$ cat config.mk
export PLATFORM = sky130hd
export DESIGN_NAME = smm_cell
export DESIGN_NICKNAME = d
export VERILOG_FILES = /design/src/hw/rtl/smm_pkg.sv /design/src/hw/rtl/smm_cell.sv
export SDC_FILE = /design/constraint.sdc
export NUM_CORES = 1
export LEC_CHECK = 0
export ABC_AREA = 1
export BUFFER_PORTS_ARGS = -buffer_cell sky130_fd_sc_hd__buf_2
export CAP_MARGIN = 0
export CELL_PAD_IN_SITES_DETAIL_PLACEMENT = 0
export CELL_PAD_IN_SITES_GLOBAL_PLACEMENT = 1
export CORE_UTILIZATION = 35
export CTS_CLUSTER_SIZE = 24
export DETAILED_ROUTE_END_ITERATION = 10
export PLACE_DENSITY_LB_ADDON = 0.08
export SETUP_SLACK_MARGIN = 0.3
export SLEW_MARGIN = 40
export SYNTH_ARGS = -nofsm -noshare
export SYNTH_HDL_FRONTEND = slang
export SYNTH_SLANG_ARGS = --single-unit
$ cat constraint.sdc
create_clock -name clock -period 14.3 [get_ports clock]
set_clock_uncertainty 0.1 [all_clocks]
set_input_delay 2.145 -clock clock [delete_from_list [all_inputs] [get_ports clock]]
set_output_delay 2.145 -clock clock [all_outputs]
set_load 0.02 [all_outputs]
$ cat src/hw/rtl/smm_pkg.sv
// Shared widths, defaults and the control bundle of the systolic matrix multiply.
package smm_pkg;

   // Default matrix dimension.
   localparam int DIM_DEFAULT = 4;

   // Fixed field widths of the request and response items.
   localparam int FIELD_W = 2;
   localparam int A_W     = 16;
   localparam int PROD_W  = 2 * A_W;
   localparam int ACC_W   = 40;

   // Packed stream widths, padded to whole bytes.
   localparam int REQ_DATA_W = 40;
   localparam int RSP_DATA_W = 48;

   // Control bundle that the sequencer drives into every cell.
   typedef struct packed {
      logic clear;     // zero the held operands and accumulators
      logic step_en;   // take operands from the neighbors, form the product
      logic acc_en;    // add the registered product into the accumulator
      logic shift_en;  // move accumulators one place down the unload chain
   } ctrl_type;

endpackage

$ cat src/hw/rtl/smm_cell.sv
// One multiply-accumulate cell of the output-stationary grid.
module smm_cell import smm_pkg::*; (
   input  logic                    clock,
   input  logic                    reset,
   input  ctrl_type                ctrl,
   input  logic signed [A_W-1:0]   a_in,
   input  logic signed [A_W-1:0]   b_in,
   input  logic signed [ACC_W-1:0] acc_shift_in,
   output logic signed [A_W-1:0]   a_out,
   output logic signed [A_W-1:0]   b_out,
   output logic signed [ACC_W-1:0] acc_out
);

   logic signed [A_W-1:0]    a_ff;
   logic signed [A_W-1:0]    b_ff;
   logic signed [PROD_W-1:0] prod_ff;
   logic signed [PROD_W-1:0] prod_in;
   logic signed [ACC_W-1:0]  acc_ff;
   logic signed [ACC_W-1:0]  acc_in;

   assign prod_in = PROD_W'(a_in) * PROD_W'(b_in);

   always_comb begin
      acc_in = acc_ff;
      if (ctrl.clear) begin
         acc_in = '0;
      end else if (ctrl.acc_en) begin
         acc_in = acc_ff + ACC_W'(prod_ff);
      end else if (ctrl.shift_en) begin
         acc_in = acc_shift_in;
      end
   end

   always_ff @(posedge clock) begin
      if (reset) begin
         a_ff   <= '0;
         b_ff   <= '0;
         acc_ff <= '0;
      end else begin
         if (ctrl.clear) begin
            a_ff <= '0;
            b_ff <= '0;
         end else if (ctrl.step_en) begin
            a_ff <= a_in;
            b_ff <= b_in;
         end
         acc_ff <= acc_in;
      end
   end

   always_ff @(posedge clock) begin
      if (ctrl.step_en) begin
         prod_ff <= prod_in;
      end
   end

   assign a_out   = a_ff;
   assign b_out   = b_ff;
   assign acc_out = acc_ff;

endmodule

==> metrics <==
result of the run=finished, final reports clean; max-cap viol count=0; Cells after Synth=approximately 2500; area leader, netlist=fa_1; Critical Path AT=approximately 7.9 ns; share of the synthesized area in the top cell type=30.2%; die width=approximately 230 microns; post-synth cell types=41; fin nets=between 3000 and 4000; CP Class=in -> reg; Initial Util=between 30% and 40%; Core Area=~49000 sq um; DR iter-0 viols=733; setup_tns=0 ns; CTS tree=yes; Worst Hold Slack=~0.36 ns; CP max FO=17; total congestion overflow=0; Longest Clk Path Bufs=2; post-route minimum period=between 7 and 8 ns; area grow syn2layout=8.96%; DRT Pass-1 Iters=5; final antenna diode count=0; die height=between 200 and 250 microns; DRC errors left=0; pin count of the biggest net entering global routing=68; Hold Buf Count CTS=0; Post-CTS Setup Bufs=0; global-route wire length before repair=between 80 and 90 mm; final count of hold timing violations=0; Placer Congestion=0.904; Least-Margin Pin Slew=approximately 0.81 ns; register bit total from synthesis=between 100 and 150; initial antenna violation count=0; unrepaired setup endpoints after global routing=no; synth warn=0; Gates resized, CTS repair=0; PortBufs=between 100 and 150; via count of the first global-routing pass=15800; Worst-Skew Late Latency=0.38 ns; number of synthesized flops with an enable pin=32; Syn Area/Cell=7.05 sq um; WL/cell=roughly 17 microns; Required @ worst endpoint=around 14 ns; via count=14900; H-Tree Depth=3; # setup viols final=0; Rel. slew slack=~46%; number of vias per cell=approximately 4.6; Synth Flop Type=dfxtp_1; Worst Hold Depth=2; Post-synth top cells=nand2_1, inv_1, fa_1; Hold Path Class=reg -> reg; part of the Yosys area used for sequential elements=13.8%; Detail Route Antenna Nets=0; highest clock rate=127 MHz; row count=between 80 and 90; Root Driver=clkbuf_16; fin crit share=55.2%; HPWL after DPL=~45 mm; WL final=54.3 mm; Mapped Area=approximately 17000 sq um; Area contributors post-synth=fa_1, nand2_1, inv_1, ha_1, dfxtp_1; Synth async-reset ratio=0%; CTS buffer count=9; storage element area=~2400 sq um; area of the multi-input gates=12400 sq um; Worst setup SP type=input pin; num ports=150; most common cell in the synthesized netlist=nand2_1; share of cells above drive strength 1=just over 8%; max-slew violation count=0; GRT Total Usage=between 20% and 30%; fill count=5365; CTS clk-pin slew, worst paths=0.08 ns; area of the die=~50000 sq um; CTS Sinks=approximately 100; critical path endpoint category=flop; Syn Nets=roughly 3000; R2R depth=15
layout by cell type (no fill, tap or decap), types with 5 or more instances in the layout:
cell,n
nand4_1,21
or2_2,6
edfxtp_1,32
a21o_1,5
a21oi_1,119
inv_1,608
xor2_1,30
clkbuf_16,9
buf_2,148
nor2_2,8
nand2_2,7
o21ai_0,30
o21bai_1,7
nor2_1,104
dfxtp_1,72
buf_4,7
xnor2_1,13
fa_1,263
nand2_1,824
nand3_1,76
ha_1,121
through the flow:
| step | utilization (%) | cell area [sq um] | instances | worst slack, ns |
|---|---|---|---|---|
| floorplan | - | 17400 | 2475 | 6.74 |
| global placement | 38.2 | 18700 | 3202 | 5.97 |
| detailed placement | 38.2 | 18700 | 3202 | 5.99 |
| CTS | 38.7 | 19000 | 3218 | 6.37 |
| global route | 38.7 | 19000 | 3218 | 6.14 |
| finish | 38.7 | 19000 | 3218 | 6.40 |
state kept, by name, summed over array words and instances, names as in the netlist:
signal and cells:
prod_ff 32, a_out 16, acc_out 40, b_out 16
per-layer routing:
layer  share of wire, %  track usage [%]
met1                 46             29.5
met2                 50             40.6
met3                2.4             1.72
met4                1.2             4.37
met5                  0                0
worst max-delay path: stages:
cell and delay, ns:
buf_2 0.26, nand2_1 0.19, inv_1 0.10, fa_1 0.75, fa_1 0.51, fa_1 0.50, fa_1 0.51, fa_1 0.49
inv_1 0.05, fa_1 0.47, inv_1 0.04, ha_1 0.37, nand2_1 0.12, inv_1 0.07, nand2_1 0.07, nor2_1 0.39
nand4_1 0.25, nand3_1 0.24, a21o_1 0.17, nand2_1 0.07, nand3_1 0.07, nand2_1 0.07
cell families (layout without fill, tap and decap cells):
group | count (synthesis) | after routing | synth area share [%]
buffers and inverters | 704 | 783 | 15.2
flip-flops | 104 | 104 | 13.8
XOR/XNOR | 43 | 43 | 2.16
adder cells (fa/ha/maj) | 384 | 384 | 38.9
AO/OA/AOI/OAI | 187 | 187 | 6.08
AND/OR/NAND/NOR | 1053 | 1053 | 24.0
path summary, 6_finish.rpt:
kind / startpoint / slack, ns / to
max: b_in[1] / 6.40 / prod_ff[26]$_DFFE_PP_
min: a_out[1]$_SDFFE_PP0P_ / 0.36 / a_out[1]$_SDFFE_PP0P_
max reg2reg: acc_out[0]$_SDFFE_PP0P_ / 11.44 / acc_out[18]$_SDFFE_PP0P_
min reg2reg: a_out[1]$_SDFFE_PP0P_ / 0.36 / a_out[1]$_SDFFE_PP0P_
area by class of cell:
class / instances / share of cell area [%]
sequential: 104 / 12.6
clock buffer: 10 / 1.21
multi-input combinational: 1667 / 65.2
tap: 664 / 4.37
inverter: 612 / 12.1
clock inverter: 6 / 0.283
timing repair buffer: 155 / 4.17
Power is left out: the tool's default activity adds up to more than one toggle a clock period on the data nets, which glitch-free logic cannot reach.
