===== src/hw/rtl/smm_pkg.sv =====
// Shared widths, defaults and the control bundle of the systolic matrix multiply.
package smm_pkg;

   // Default matrix dimension.
   localparam int DIM_DEFAULT = 4;

   // Fixed field widths of the request and response items.
   localparam int FIELD_W = 2;
   localparam int A_W     = 16;
   localparam int PROD_W  = 2 * A_W;
   localparam int ACC_W   = 40;

   // Packed stream widths, padded to whole bytes.
   localparam int REQ_DATA_W = 40;
   localparam int RSP_DATA_W = 48;

   // Control bundle that the sequencer drives into every cell.
   typedef struct packed {
      logic clear;     // zero the held operands and accumulators
      logic step_en;   // take operands from the neighbors, form the product
      logic acc_en;    // add the registered product into the accumulator
      logic shift_en;  // move accumulators one place down the unload chain
   } ctrl_type;

endpackage


===== src/hw/rtl/smm_ctrl.sv =====
// Sequencer: load, compute steps, pipeline drain and row-major result unload.
module smm_ctrl import smm_pkg::*; #(
   parameter int DIM = DIM_DEFAULT
) (
   input  logic                             clock,
   input  logic                             reset,
   input  logic                             req_accept,
   input  logic                             req_last,
   output logic                             req_ready,
   output ctrl_type                         ctrl,
   output logic                             issue_valid,
   output logic [$clog2(3 * DIM - 2)-1:0]   issue_step,
   input  logic signed [ACC_W-1:0]          acc_head,
   input  logic                             rsp_ready,
   output logic                             rsp_valid,
   output logic [FIELD_W-1:0]               rsp_row,
   output logic [FIELD_W-1:0]               rsp_col,
   output logic signed [ACC_W-1:0]          rsp_value,
   output logic                             rsp_last
);

   localparam int IDX_W  = $clog2(DIM);
   localparam int STEPS  = 3 * DIM - 2;
   localparam int STEP_W = $clog2(STEPS);

   localparam logic [1:0] ST_LOAD  = 2'd0;
   localparam logic [1:0] ST_RUN   = 2'd1;
   localparam logic [1:0] ST_DRAIN = 2'd2;
   localparam logic [1:0] ST_EMIT  = 2'd3;

   logic [1:0]              state_ff, state_in;
   logic [STEP_W-1:0]       step_ff, step_in;
   logic                    s1_ff, s2_ff;
   logic [IDX_W-1:0]        row_ff, row_in;
   logic [IDX_W-1:0]        col_ff, col_in;
   logic                    rsp_valid_ff, rsp_valid_in;
   logic [FIELD_W-1:0]      rsp_row_ff, rsp_col_ff;
   logic signed [ACC_W-1:0] rsp_value_ff;
   logic                    rsp_last_ff;
   logic                    start;
   logic                    unload;
   logic                    final_elem;

   assign start       = req_accept && req_last;
   assign issue_valid = (state_ff == ST_RUN);
   assign issue_step  = step_ff;
   assign final_elem  = (row_ff == IDX_W'(DIM - 1)) && (col_ff == IDX_W'(DIM - 1));
   assign unload      = (state_ff == ST_EMIT) && (!rsp_valid_ff || rsp_ready);

   always_comb begin
      state_in     = state_ff;
      step_in      = step_ff;
      row_in       = row_ff;
      col_in       = col_ff;
      rsp_valid_in = rsp_valid_ff;
      if (rsp_ready) begin
         rsp_valid_in = 1'b0;
      end
      case (state_ff)
         ST_LOAD: begin
            if (start) begin
               state_in = ST_RUN;
               step_in  = '0;
            end
         end
         ST_RUN: begin
            step_in = step_ff + 1'b1;
            if (step_ff == STEP_W'(STEPS - 1)) begin
               state_in = ST_DRAIN;
            end
         end
         ST_DRAIN: begin
            if (!s1_ff && !s2_ff) begin
               state_in = ST_EMIT;
               row_in   = '0;
               col_in   = '0;
            end
         end
         ST_EMIT: begin
            if (unload) begin
               rsp_valid_in = 1'b1;
               if (col_ff == IDX_W'(DIM - 1)) begin
                  col_in = '0;
                  row_in = row_ff + 1'b1;
               end else begin
                  col_in = col_ff + 1'b1;
               end
               if (final_elem) begin
                  state_in = ST_LOAD;
               end
            end
         end
         default: begin
            state_in = ST_LOAD;
         end
      endcase
   end

   always_ff @(posedge clock) begin
      if (reset) begin
         state_ff     <= ST_LOAD;
         step_ff      <= '0;
         s1_ff        <= 1'b0;
         s2_ff        <= 1'b0;
         row_ff       <= '0;
         col_ff       <= '0;
         rsp_valid_ff <= 1'b0;
      end else begin
         state_ff     <= state_in;
         step_ff      <= step_in;
         s1_ff        <= issue_valid;
         s2_ff        <= s1_ff;
         row_ff       <= row_in;
         col_ff       <= col_in;
         rsp_valid_ff <= rsp_valid_in;
      end
   end

   always_ff @(posedge clock) begin
      if (unload) begin
         rsp_row_ff   <= FIELD_W'(row_ff);
         rsp_col_ff   <= FIELD_W'(col_ff);
         rsp_value_ff <= acc_head;
         rsp_last_ff  <= final_elem;
      end
   end

   always_comb begin
      ctrl          = '0;
      ctrl.clear    = start;
      ctrl.step_en  = s1_ff;
      ctrl.acc_en   = s2_ff;
      ctrl.shift_en = unload;
   end

   assign req_ready = (state_ff == ST_LOAD);
   assign rsp_valid = rsp_valid_ff;
   assign rsp_row   = rsp_row_ff;
   assign rsp_col   = rsp_col_ff;
   assign rsp_value = rsp_value_ff;
   assign rsp_last  = rsp_last_ff;

endmodule


===== config.mk =====
export PLATFORM = sky130hd
export DESIGN_NAME = smm_ctrl
export DESIGN_NICKNAME = d
export VERILOG_FILES = /design/src/hw/rtl/smm_pkg.sv /design/src/hw/rtl/smm_ctrl.sv
export SDC_FILE = /design/constraint.sdc
export NUM_CORES = 1
export LEC_CHECK = 0
export ABC_AREA = 1
export ABC_CLOCK_PERIOD_IN_PS = 3500
export BUFFER_PORTS_ARGS = -buffer_cell sky130_fd_sc_hd__buf_2
export CORE_MARGIN = 2
export CORE_UTILIZATION = 35
export DETAILED_ROUTE_END_ITERATION = 12
export PLACE_DENSITY = 0.73
export SYNTH_ARGS = -nofsm -noshare
export SYNTH_HDL_FRONTEND = slang
export SYNTH_SLANG_ARGS = --single-unit
export TNS_END_PERCENT = 1

===== constraint.sdc =====
create_clock -name clock -period 3.5 [get_ports clock]
set_input_delay 0.35 -clock clock [delete_from_list [all_inputs] [get_ports clock]]
set_output_delay 0.35 -clock clock [all_outputs]
set_load 0.02 [all_outputs]

==> flow_summary.ini, run 1 <==
[timing]
drv_slew = 0
fin_skew_ns = 0.009195
period_share_pct = 65.94
rsz0062_at_grt = false
final-setup-viol-count = 0
tightest_slew_ns = 0.7169
holdWs_ns = 0.1972
finalCriticalPeriod_ns = 2.308
relSlewSlack_pct = 52.10
layout_setup_ws_ns = 1.192
fin_setup_tns_ns = 0
hold_viol_final = 0
max_freq_ghz = 0.4333

[worst_setup_path]
r2r_start = state_ff[0]
crit_family = compound AO/OA/AOI/OAI gates
crit_path_top_delay_cell = a21oi_4
slowest_delay_ns = 0.57
required_ns = 3.15
cp.arrival_ns = 1.96
path_class = register to output pin
worst-r2r-setup-slack_ns = 1.50
r2r-end = rsp_value[30]
path_buf_inv = 2
worstPathMaxFanout = 24
cp-start-kind = register
cp_cell_sequence = ha_1 > inv_2 > a21oi_4 > buf_2
endpoint_kind = output pin
reg2reg_depth = 4

[placement]
numPortBuffers = 100
place.gp.congestion = 0.7387
place_ws_ns = 1.473
dpl.hpwl_um = 3321

[yosys]
synthMostInstantiatedCell = edfxtp_1
syn_avg_cell_area_um2 = 13.64
netlist_top_cells_area = edfxtp_1, dfxtp_1, ha_1, nand2_1, inv_1
yosys.area.top_type_share_pct = 63.12
async_reset_ff_share_pct = 0
syn_inst = 157
synth_edf_count = 45
yosys_warnings = 0
synthTopCellsByCount = edfxtp_1, nand2_1, inv_1
synth_cell_types = 20
ys_seq_area_share_pct = 75.28
synth_top_area_cell = edfxtp_1
synth-main-ff-cell = edfxtp_1
synth_area_um2 = 2141
synth_seq_cells = 58
synth_nets = 211

[final_layout]
nNetsFinal = 319
drive_gt1_share_pct = 46.30
multi_input_area_um2 = 426.7
area_delta_synth_final_pct = 38.11
final_core_util_pct = 49.94
diodes = 0
fillerInstances = 534
seq_area_um2 = 1612

[route]
dr_total_vias = 1491
dr.first_iter.drc_count = 44
via_per_inst = 4.322
wl_per_cell_um = 12.44
postRouteAntennaNets = 0
routed_wl_um = 4291
drt-pass1-iter-count = 4
drc_errors = 0

[global_routing]
grt_max_degree = 25
grt_usage_pct = 13.16
grt.overflow.total = 0
antenna_found_initial = 0
grt_pass1_vias = 1348
grt_pass1_wl_um = 6265

[power]
p_leak_nw = 1.314
swShare_pct = 28.81
p_seq_share_pct = 42.3
switchingPower_uw = 594.8
p_per_area_nw_per_um2 = 698.2
combPwrFrac_pct = 23.2
peakVddDrop_mv = 0.3713
power.internal_mw = 1.470
pwr-share-clk_pct = 34.4

[status]
status = complete, no violations

[clock_network]
cts-resized-gates = 0
cts_max_level = 3
clockBufferDepth = 2
numCtsBuffers = 9
path_clk_slew_ns = 0.06
tritoncts = done
clock_latency_ns = 0.32
clockRootBuffer = clkbuf_8
postCtsSetupBuffers = 0
clkSinkCount = 58
hold_buffers = 0

[worst_hold_path]
min-delay-start = acc_head[19]
holdPathEnd = rsp_value[19]
holdPathStages = 1
hp-class = input port to register

[die]
placementRows = 28
die_area_um2 = 6758
initial_core_util_pct = 36.16
die_w_um = 82.21
chipHeight_um = 82.21
core_area_um2 = 5921
io_pins = 101

[flow_run]
cap_violations = 0
[worst reg2reg max path, cell delays in order, from the launching register on]
cell and delay [ns]:
dfxtp_1 0.37, ha_1 0.30, inv_2 0.10, a21oi_4 0.57, buf_4 0.35
[registers in the layout, summed over array words and instances, names as in the netlist]
| register | flops |
|---|---|
| rsp_col | 2 |
| rsp_value | 40 |
| row_ff | 2 |
| issue_step | 4 |
| rsp_last | 1 |
| s2_ff | 1 |
| rsp_row | 2 |
| s1_ff | 1 |
| state_ff | 2 |
| col_ff | 2 |
| rsp_valid | 1 |
[layout make-up]
type / instances / area share (%)
tap: 75 / 3.174
multi-input combinational: 74 / 14.43
clock inverter: 5 / 3.470
timing repair buffer: 102 / 17.44
clock buffer: 11 / 4.443
sequential: 58 / 54.51
inverter: 20 / 2.539
[through the flow]
step,power [mW],instance area [µm²],instances
floorplan,1.232,2141,157
global placement,1.365,2723,329
detailed placement,1.371,2723,329
CTS,2.095,2957,345
global route,2.193,2957,345
finish,2.064,2957,345
[worst max-delay path by stage]
stage                      startpoint       endpoint  cells after the start
after floorplan           state_ff[0]        ctrl[0]                      4
after global placement    state_ff[0]  rsp_value[25]                      4
after detailed placement  state_ff[0]  rsp_value[18]                      4
after CTS                 state_ff[0]        ctrl[0]                      4
after global routing      state_ff[0]        ctrl[0]                      4
final                     state_ff[0]        ctrl[0]                      4
[routing by layer]
layer	wire length (µm)	global-route usage (%)	share of wire [%]
met1	1732	13.58	40
met2	1931	20.81	45
met3	571	7.609	13
met4	56	7.500	1.3
met5	0	0	0
[power groups by stage]
stage                     logic, mW  clock network, mW  registers (mW)
after global routing          0.542              0.769           0.883
after global placement        0.478                  0           0.887
after detailed placement      0.482                  0           0.890
after floorplan               0.282                  0           0.950
final                         0.480              0.710           0.874
after CTS                     0.487              0.734           0.875
[logic make-up (layout without fill, tap and decap cells)]
group,after synthesis,after routing,share of synthesized area [%]
buffers and inverters,25,138,5.143
xor gates and xnor gates,1,1,0.4092
adders and majority gates,9,9,5.260
and+or+nand+nor,51,51,10.05
AOI/OAI and AO/OA,13,13,3.858
DFF,58,58,75.28
[placed cells by master (no fill, tap or decap), types with 2 or more instances in the layout]
| cell type | n |
|---|---|
| o21ai_0 | 2 |
| edfxtp_1 | 45 |
| nor2_1 | 12 |
| nor3_1 | 2 |
| o21ai_1 | 2 |
| nand2_1 | 24 |
| buf_2 | 100 |
| clkbuf_1 | 2 |
| a21oi_1 | 4 |
| clkbuf_8 | 9 |
| inv_1 | 16 |
| inv_2 | 4 |
| dfxtp_1 | 13 |
| ha_1 | 9 |
| nand2_2 | 2 |
| a21oi_2 | 2 |
| buf_4 | 2 |
| nand3_1 | 10 |
| bufinv_16 | 3 |
(Power assumes the default switching activity.)
==> run 2: changes to the inputs <==
ABC_CLOCK_PERIOD_IN_PS = 2340   (was 3500)
clock period = 2.34 ns   (was 3.5 ns; I/O delays follow)
==> flow_summary.ini, run 2 (same netlist as run 1, synthesis figures left out) <==
[status]
status = complete, no violations

[global_routing]
grt_max_degree = 15
antenna_found_initial = 0
grt_pass1_vias = 1388
grt_usage_pct = 12.76
grt.overflow.total = 0
grt_pass1_wl_um = 6251

[clock_network]
path_clk_slew_ns = 0.06
tritoncts = done
clockBufferDepth = 2
cts-resized-gates = 0
postCtsSetupBuffers = 0
clkSinkCount = 58
clock_latency_ns = 0.32
numCtsBuffers = 9
clockRootBuffer = clkbuf_8
hold_buffers = 0
cts_max_level = 3

[power]
peakVddDrop_mv = 0.4315
p_per_area_nw_per_um2 = 1017
p_leak_nw = 1.308
p_total_mw = 2.990

[final_layout]
nNetsFinal = 320
fillerInstances = 529
drive_gt1_share_pct = 46.86
area_delta_synth_final_pct = 37.29
fin_area_um2 = 2939
largest_reg_flops = 40
diodes = 0
layout_commonest_cell = buf_2
final_cell_mix = buf_2, edfxtp_1, nand2_1

[route]
wl_per_cell_um = 12.47
drc_errors = 0
routed_wl_um = 4313
postRouteAntennaNets = 0
drt-pass1-iter-count = 4
dr_total_vias = 1486
via_per_inst = 4.295
dr.first_iter.drc_count = 41

[placement]
dpl.hpwl_um = 3389
place_area_um2 = 2730
place.gp.congestion = 0.7985
place_ws_ns = 0.6945
numPortBuffers = 100

[timing]
holdWs_ns = 0.08341
hold_viol_final = 0
fin_skew_ns = 0.01013
finalCriticalPeriod_ns = 1.839
rsz0062_at_grt = false
final-setup-viol-count = 0
period_share_pct = 78.59
max_freq_ghz = 0.5437
tightest_slew_ns = 0.2985
drv_slew = 0
fin_setup_tns_ns = 0
relSlewSlack_pct = 80.05
layout_setup_ws_ns = 0.5009

[die]
chipHeight_um = 82.21
io_pins = 101
core_area_um2 = 5921
die_w_um = 82.21
initial_core_util_pct = 36.16
die_area_um2 = 6758
placementRows = 28

[worst_hold_path]
holdPathStages = 1
hp-class = input port to register
min-delay-start = acc_head[24]

[worst_setup_path]
crit_path_start = state_ff[1]
r2r_start = state_ff[1]
worstPathMaxFanout = 10
r2r-end = rsp_value[7]
required_ns = 2.11
cp.arrival_ns = 1.61
crit_path_end = ctrl[0]
cp-start-kind = register
endpoint_kind = output pin
path_class = register to output pin
reg2reg_depth = 4
worst-r2r-setup-slack_ns = 0.70

[flow_run]
cap_violations = 0
run 2: changes by cell type in the layout (fill, tap and decap cells not counted):
cell / change
bufinv_16: -1
clkinvlp_4: +1
clkbuf_1: -1
clkinv_4: -1
clkinv_2: +2
buf_4: +1
run 2: critical path: stages, from the launching register on:
cell and delay, ns:
dfxtp_1 0.37, ha_1 0.30, inv_2 0.10, a21oi_4 0.27
buf_2 0.24
run 2: metrics by stage:
stage | util [%] | instances
3_3_place_gp | 46.11 | 330
4_1_cts | 49.64 | 346
5_1_grt | 49.64 | 346
2_1_floorplan | - | 157
3_5_place_dp | 46.11 | 330
6_report | 49.64 | 346
run 2: cell type report:
| class | count | area, µm² | share of cell area [%] |
|---|---|---|---|
| timing repair buffer | 103 | 523.0 | 17.79 |
| sequential | 58 | 1612 | 54.83 |
| clock inverter | 6 | 81.33 | 2.767 |
| tap | 75 | 93.84 | 3.193 |
| multi-input combinational | 74 | 426.7 | 14.52 |
| clock buffer | 10 | 127.6 | 4.342 |
| inverter | 20 | 75.07 | 2.554 |
run 2: where the power goes:
part	leakage [nW]	internal [mW]	total [mW]	switching, mW
Sequential	0.514	1.25	1.31	0.0561
Clock	0.104	0.592	0.956	0.364
Combinational	0.690	0.243	0.725	0.483
run 2: layer usage:
layer	share of wire (%)	track usage (%)
met4	0.72	5.500
met5	0	0
met2	45	21.77
met3	11	5.761
met1	43	13.59
run 2: worst min path at each step:
stage | end | slack, ns
after floorplan | rsp_value[0] | 0.33
after global placement | rsp_value[6] | 0.41
after detailed placement | rsp_value[24] | 0.41
after CTS | rsp_value[3] | 0.06
after global routing | rsp_value[13] | 0.06
final | rsp_value[24] | 0.08
